--- config.mk ---
export PLATFORM = sky130hd
export DESIGN_NAME = shi_hash
export DESIGN_NICKNAME = d
export VERILOG_FILES = /design/src/shi_pkg.sv /design/src/shi_hash.sv
export SDC_FILE = /design/constraint.sdc
export NUM_CORES = 1
export LEC_CHECK = 0
export BUFFER_PORTS_ARGS = -buffer_cell sky130_fd_sc_hd__buf_2
export CAP_MARGIN = 20
export CORE_AREA = 2 2 146 148
export CTS_BUF_LIST = sky130_fd_sc_hd__clkbuf_8
export DETAILED_ROUTE_END_ITERATION = 6
export DIE_AREA = 0 0 148 150
export PLACE_DENSITY = 0.81
export SLEW_MARGIN = 20
export SYNTH_ARGS = -nofsm -noshare
export SYNTH_HDL_FRONTEND = slang
export SYNTH_SLANG_ARGS = --single-unit
--- constraint.sdc ---
create_clock -name clk -period 12.1 [get_ports clk]
set_clock_uncertainty 0.1 [all_clocks]
set_input_delay 1.815 -clock clk [delete_from_list [all_inputs] [get_ports clk]]
set_output_delay 1.815 -clock clk [all_outputs]
set_load 0.02 [all_outputs]
--- src/shi_pkg.sv ---
// shared types and constants of the symbol hash index
// no dependencies
`timescale 1ns / 1ps
`default_nettype none

package shi_pkg;

  localparam int SLOTS  = 512;
  localparam int ROWS   = 256;
  localparam int SLOT_W = $clog2(SLOTS);
  localparam int HALF   = SLOTS / 2;

  localparam logic [63:0] GOLDEN   = 64'h9E37_79B9_7F4A_7C15;
  localparam logic [7:0]  ROW_MASK = 8'(ROWS - 1);

  localparam logic [1:0] OP_INSERT     = 2'd0;
  localparam logic [1:0] OP_INSERT_ENT = 2'd1;
  localparam logic [1:0] OP_LOOKUP     = 2'd2;
  localparam logic [1:0] OP_CLEAR      = 2'd3;

  typedef struct packed {
    logic [1:0]  op;
    logic [63:0] key;
    logic [7:0]  row_index;
    logic        valence;
    logic [8:0]  entry_index;
  } in_t;

  typedef struct packed {
    logic       found;
    logic [7:0] row_out;
    logic       entry_valid;
    logic [8:0] entry_out;
    logic       status;
  } out_t;

  typedef struct packed {
    logic       valid;
    logic [8:0] idx;
  } ent_t;

  typedef struct packed {
    logic        used;
    logic [63:0] key;
    logic [7:0]  row;
    ent_t        dyad;
    ent_t        monad;
  } slot_t;

endpackage

`default_nettype wire

--- src/shi_hash.sv ---
// two-stage fibonacci hash: home slot from a 64-bit key
// depends on shi_pkg
`timescale 1ns / 1ps
`default_nettype none

module shi_hash (
  input  wire logic                     clk,
  input  wire logic [63:0]              key,
  output logic [shi_pkg::SLOT_W-1:0]    home
);

  localparam int W = shi_pkg::SLOT_W;

  logic [31:0]    kl;
  logic [W-1:0]   kh;
  logic [W-1:0]   kl_lo;
  logic [31:0]    gl;
  logic [W-1:0]   gl_lo;
  logic [W-1:0]   gh;
  logic [2*W-1:0] x0;
  logic [2*W-1:0] x1;

  logic [63:0]    p0_r;
  logic [W-1:0]   cross_r;
  logic [W-1:0]   home_r;

  assign kl    = key[31:0];
  assign kh    = key[32+W-1:32];
  assign kl_lo = key[W-1:0];
  assign gl    = shi_pkg::GOLDEN[31:0];
  assign gl_lo = shi_pkg::GOLDEN[W-1:0];
  assign gh    = shi_pkg::GOLDEN[32+W-1:32];
  assign x0    = kh * gl_lo;
  assign x1    = kl_lo * gh;

  // low word product plus the cross terms that reach the slot bits
  always_ff @(posedge clk) begin
    p0_r    <= 64'(kl) * 64'(gl);
    cross_r <= x0[W-1:0] + x1[W-1:0];
    home_r  <= p0_r[32+W-1:32] + cross_r;
  end

  assign home = home_r;

endmodule

`default_nettype wire

Word-level counts from Yosys, hierarchy flattened

Index checks and enable logic that the tools add are counted.
W data, S select, Z words.

Output and inout port bits: 9
Register bits after elaboration: 59

Multiply operators: 3
$add $sub $neg: 2

Operators by type and width:

| kind                     | count |
|---|---|
| $mul A32 B31 Y41 const B | 1 |
| $add A9 B9 Y9            | 2 |
| $mul A9 B5 Y9 const B    | 1 |
| $mul A9 B8 Y9 const B    | 1 |

Logic depth before layout (Yosys ltp)

Depth in word-level cells: 2
Mapped depth: 25

Worst setup path after synthesis

No wires, ideal clock.

Kind: input to register
Start point: input port key[11]
End point: register p0_r[39]
Stages on the path: 23
Setup slack: 4.357 ns
Buffers on the path: 0
Data arrival time: 7.525 ns
Required time: 11.882 ns
Path through: fa_1 ha_1 inv_1 fa_1 inv_1 fa_1 inv_1 fa_1 inv_1 fa_1 fa_1 inv_1 fa_1 inv_1 ha_1 nand4_1 nor4_1 a2111oi_1 nand4_1 a221oi_2 o21ai_2 o22a_1 xor2_1

Longest elaborated chain between the ends: 1

RTL lines:

| what                 | RTL line       | RTL |
|---|---|---|
| start, declared      | shi_hash.sv:8  | `input wire logic [63:0] key,` |
| $mul A32 B31 Y41     | shi_hash.sv:38 | `p0_r <= 64'(kl) * 64'(gl);` |
| end signal, assigned | shi_hash.sv:38 |  |
| end, declared        | shi_hash.sv:23 | `logic [63:0] p0_r;` |

No other way between the ends.

Worst setup path after layout

Start point: input port key[0]
End point: register p0_r[40]

The elaborated chain is that of the path after synthesis.

==> impl_metrics.csv <==
group,metric,value,unit
global_route,grt_usage,27.24,%
yosys,syn_inst,1221,
status,status,"completed",
critical_path,critPathSlowestCell,"a2111oi_1",
route,drt_iter0_markers,364,
placed_design,globalplace.congestion,0.9769,
clocking,clock_latency,0.26,ns
min_path,hold_path_class,"reg2reg",
layout,nNetsFinal,1919,
placed_design,portBuffers,50,
sta,finalSetupViolCount,0,
die,die-area,22200,um^2
route,ant_nets,0,
critical_path,crit_fanout,15,
sta,max_freq,0.1101,GHz
yosys,async_flop_share,0,%
clocking,clkSlewWorstSetupHoldPaths,0.08,ns
layout,fin_util,64.60,%
sta,rsz0062_at_grt,"false",
critical_path,cp-start-kind,"input pin",
clocking,cts_max_path_buffers,2,
route,wl_per_cell,18.14,um
placed_design,placement.cell_area,13320,um^2
yosys,yosysSeqAreaShare,4.247,%
yosys,yosys_register_bits,27,
die,ios,74,
global_route,grt_first_pass_wirelength,45690,um
yosys,syn-mean-instance-area,10.42,um^2
critical_path,worstPathRequired,12.19,ns
layout,fillers,1583,
clocking,cts_made_buffers,3,
layout,final_common_cell,"inv_1",
yosys,ys_types,32,
sta,slew_headroom,38.89,%
placed_design,dp_hpwl,25790,um
sta,period_minus_slack,9.085,ns
layout,final_cell_mix,"472 x inv_1, 290 x ha_1, 288 x fa_1, 50 x buf_2, 49 x xnor2_1",
global_route,grt_remaining_overflow,0,
route,wl,28120,um
route,vias_per_cell,5.195,
sta,hold_violations,0,
layout,seq_area,540.5,um^2
critical_path,cpPeakStageDelay,0.74,ns
critical_path,cp.arrival,9.17,ns
clocking,cts_tree,"built",
clocking,root_buffer,"clkbuf_8",
die,die_w,148,um
die,die_height,150,um
yosys,synth_edf_count,0,
critical_path,path_cells,"buf_2 > ha_1 > inv_1 > fa_1 > inv_1 > fa_1 > fa_1 > fa_1 > fa_1 > fa_1 > inv_1 > fa_1 > inv_1 > ha_1 > nand2_1 > nor4_1 > a2111oi_1 > nand4_1 > a221oi_2 > o21ai_2 > o31ai_2 > xnor2_1",
layout,multi_input_area,10420,um^2
critical_path,cp_common_cell,"fa_1",
critical_path,end_kind,"register",
critical_path,crit_type,"in2reg",
yosys,yosysWarnings,0,
global_route,grt_max_degree,16,
route,drc_errors,0,
sta,final_max_slew_viol_count,0,
sta,fin_setup_tns,0,ns
layout,fin_area,13370,um^2
clocking,hold_buffers,0,
clocking,cts_setup_buffers,0,
route,vias,8053,
die,rows,53,
yosys,syn_nets,1864,
clocking,cts_sinks,27,
critical_path,worstPathBufferInverterCount,5,
sta,tightest_slew,0.9083,ns
job,drv_cap,0,
clocking,cts_max_level,1,
route,dr.pass1.iters,5,
global_route,first_global_vias,8996,
global_route,antenna_found_initial,1,
yosys,synth-main-ff-cell,"dfxtp_1",
critical_path,path_delay_family,"adder cells",
layout,drive_above_1_share,4.627,%
die,core_area,20690,um^2
layout,area_growth,5.024,%
clocking,cts_resized,0,
sta,post-route-period-util,75.09,%
layout,antenna_cells,0,
yosys,mappedNetlistArea,12730,um^2
die,initial_core_util,61.51,%
==> per-stage QoR <==
stage | worst slack, ns | cells | hold slack, ns
2_1_floorplan | 4.357 | 1221 | 0.3200
3_3_place_gp | 3.025 | 1546 | 0.3499
3_5_place_dp | 2.917 | 1546 | 0.3591
6_report | 3.015 | 1550 | 0.3727
5_1_grt | 2.797 | 1550 | 0.3935
4_1_cts | 3.194 | 1550 | 0.3865
==> routing by layer <==
metal	vias to the layer above	share of wire [%]	track usage, %
met5	-	0.046	0
met4	2	2.5	6.619
met3	65	7.3	5.366
met2	259	50	46.78
met1	4035	41	35.85
li1	3692	-	-
==> worst paths after layout <==
check,cells after the start,slack (ns),startpoint,end
hold reg to reg,1,0.37,cross_r[0]$_DFF_P_,home[0]$_DFF_P_
hold / removal,1,0.37,cross_r[0]$_DFF_P_,home[0]$_DFF_P_
setup / recovery,22,3.01,key[0],p0_r[40]$_DFF_P_
setup reg to reg,11,9.99,p0_r[32]$_DFF_P_,home[8]$_DFF_P_
==> cell usage after synthesis (2+ instances only) <==
cell type  instances  area [um^2]
a21oi_2            2        17.52
o21bai_1           3        22.52
ha_1             290         3628
nand3_1            3        15.01
a21oi_1           17        85.08
nor2b_1            2        12.51
nor2_1             9        33.78
fa_1             288         5766
o21a_1             2        15.01
nor3_1             4        20.02
o21ai_0            9        45.04
xor2_1            10        87.58
nand4_1            6        37.54
dfxtp_1           27        540.5
xnor2_1           49        429.2
inv_1            471         1768
a211oi_1           3        22.52
a21o_1             7        52.55
nand2_1            6        22.52
==> final cells by class <==
cell class	instances	area share, %
clock buffer	3	0.3089
clock inverter	1	0.02808
inverter	471	13.23
multi-input combinational	723	77.95
sequential	27	4.044
tap	275	2.574
timing repair buffer	50	1.872
==> state kept, by name (all words and copies together), names as in the netlist <==
| signal | count |
|---|---|
| cross_r | 9 |
| home | 9 |
| p0_r | 9 |
==> cell families (layout without fill, tap and decap cells) <==
| kind of cell | after synthesis | in the layout | share of synthesized area (%) |
|---|---|---|---|
| adder cells (fa/ha/maj) | 578 | 578 | 73.81 |
| XOR/XNOR | 59 | 59 | 4.060 |
| buffers and inverters | 471 | 525 | 13.89 |
| AND/OR/NAND/NOR | 34 | 34 | 1.308 |
| AO/OA/AOI/OAI | 52 | 52 | 2.684 |
| flip-flops | 27 | 27 | 4.247 |
Power is left out: the tool's default activity adds up to more than one toggle a clock period on the data nets, which glitch-free logic cannot reach.
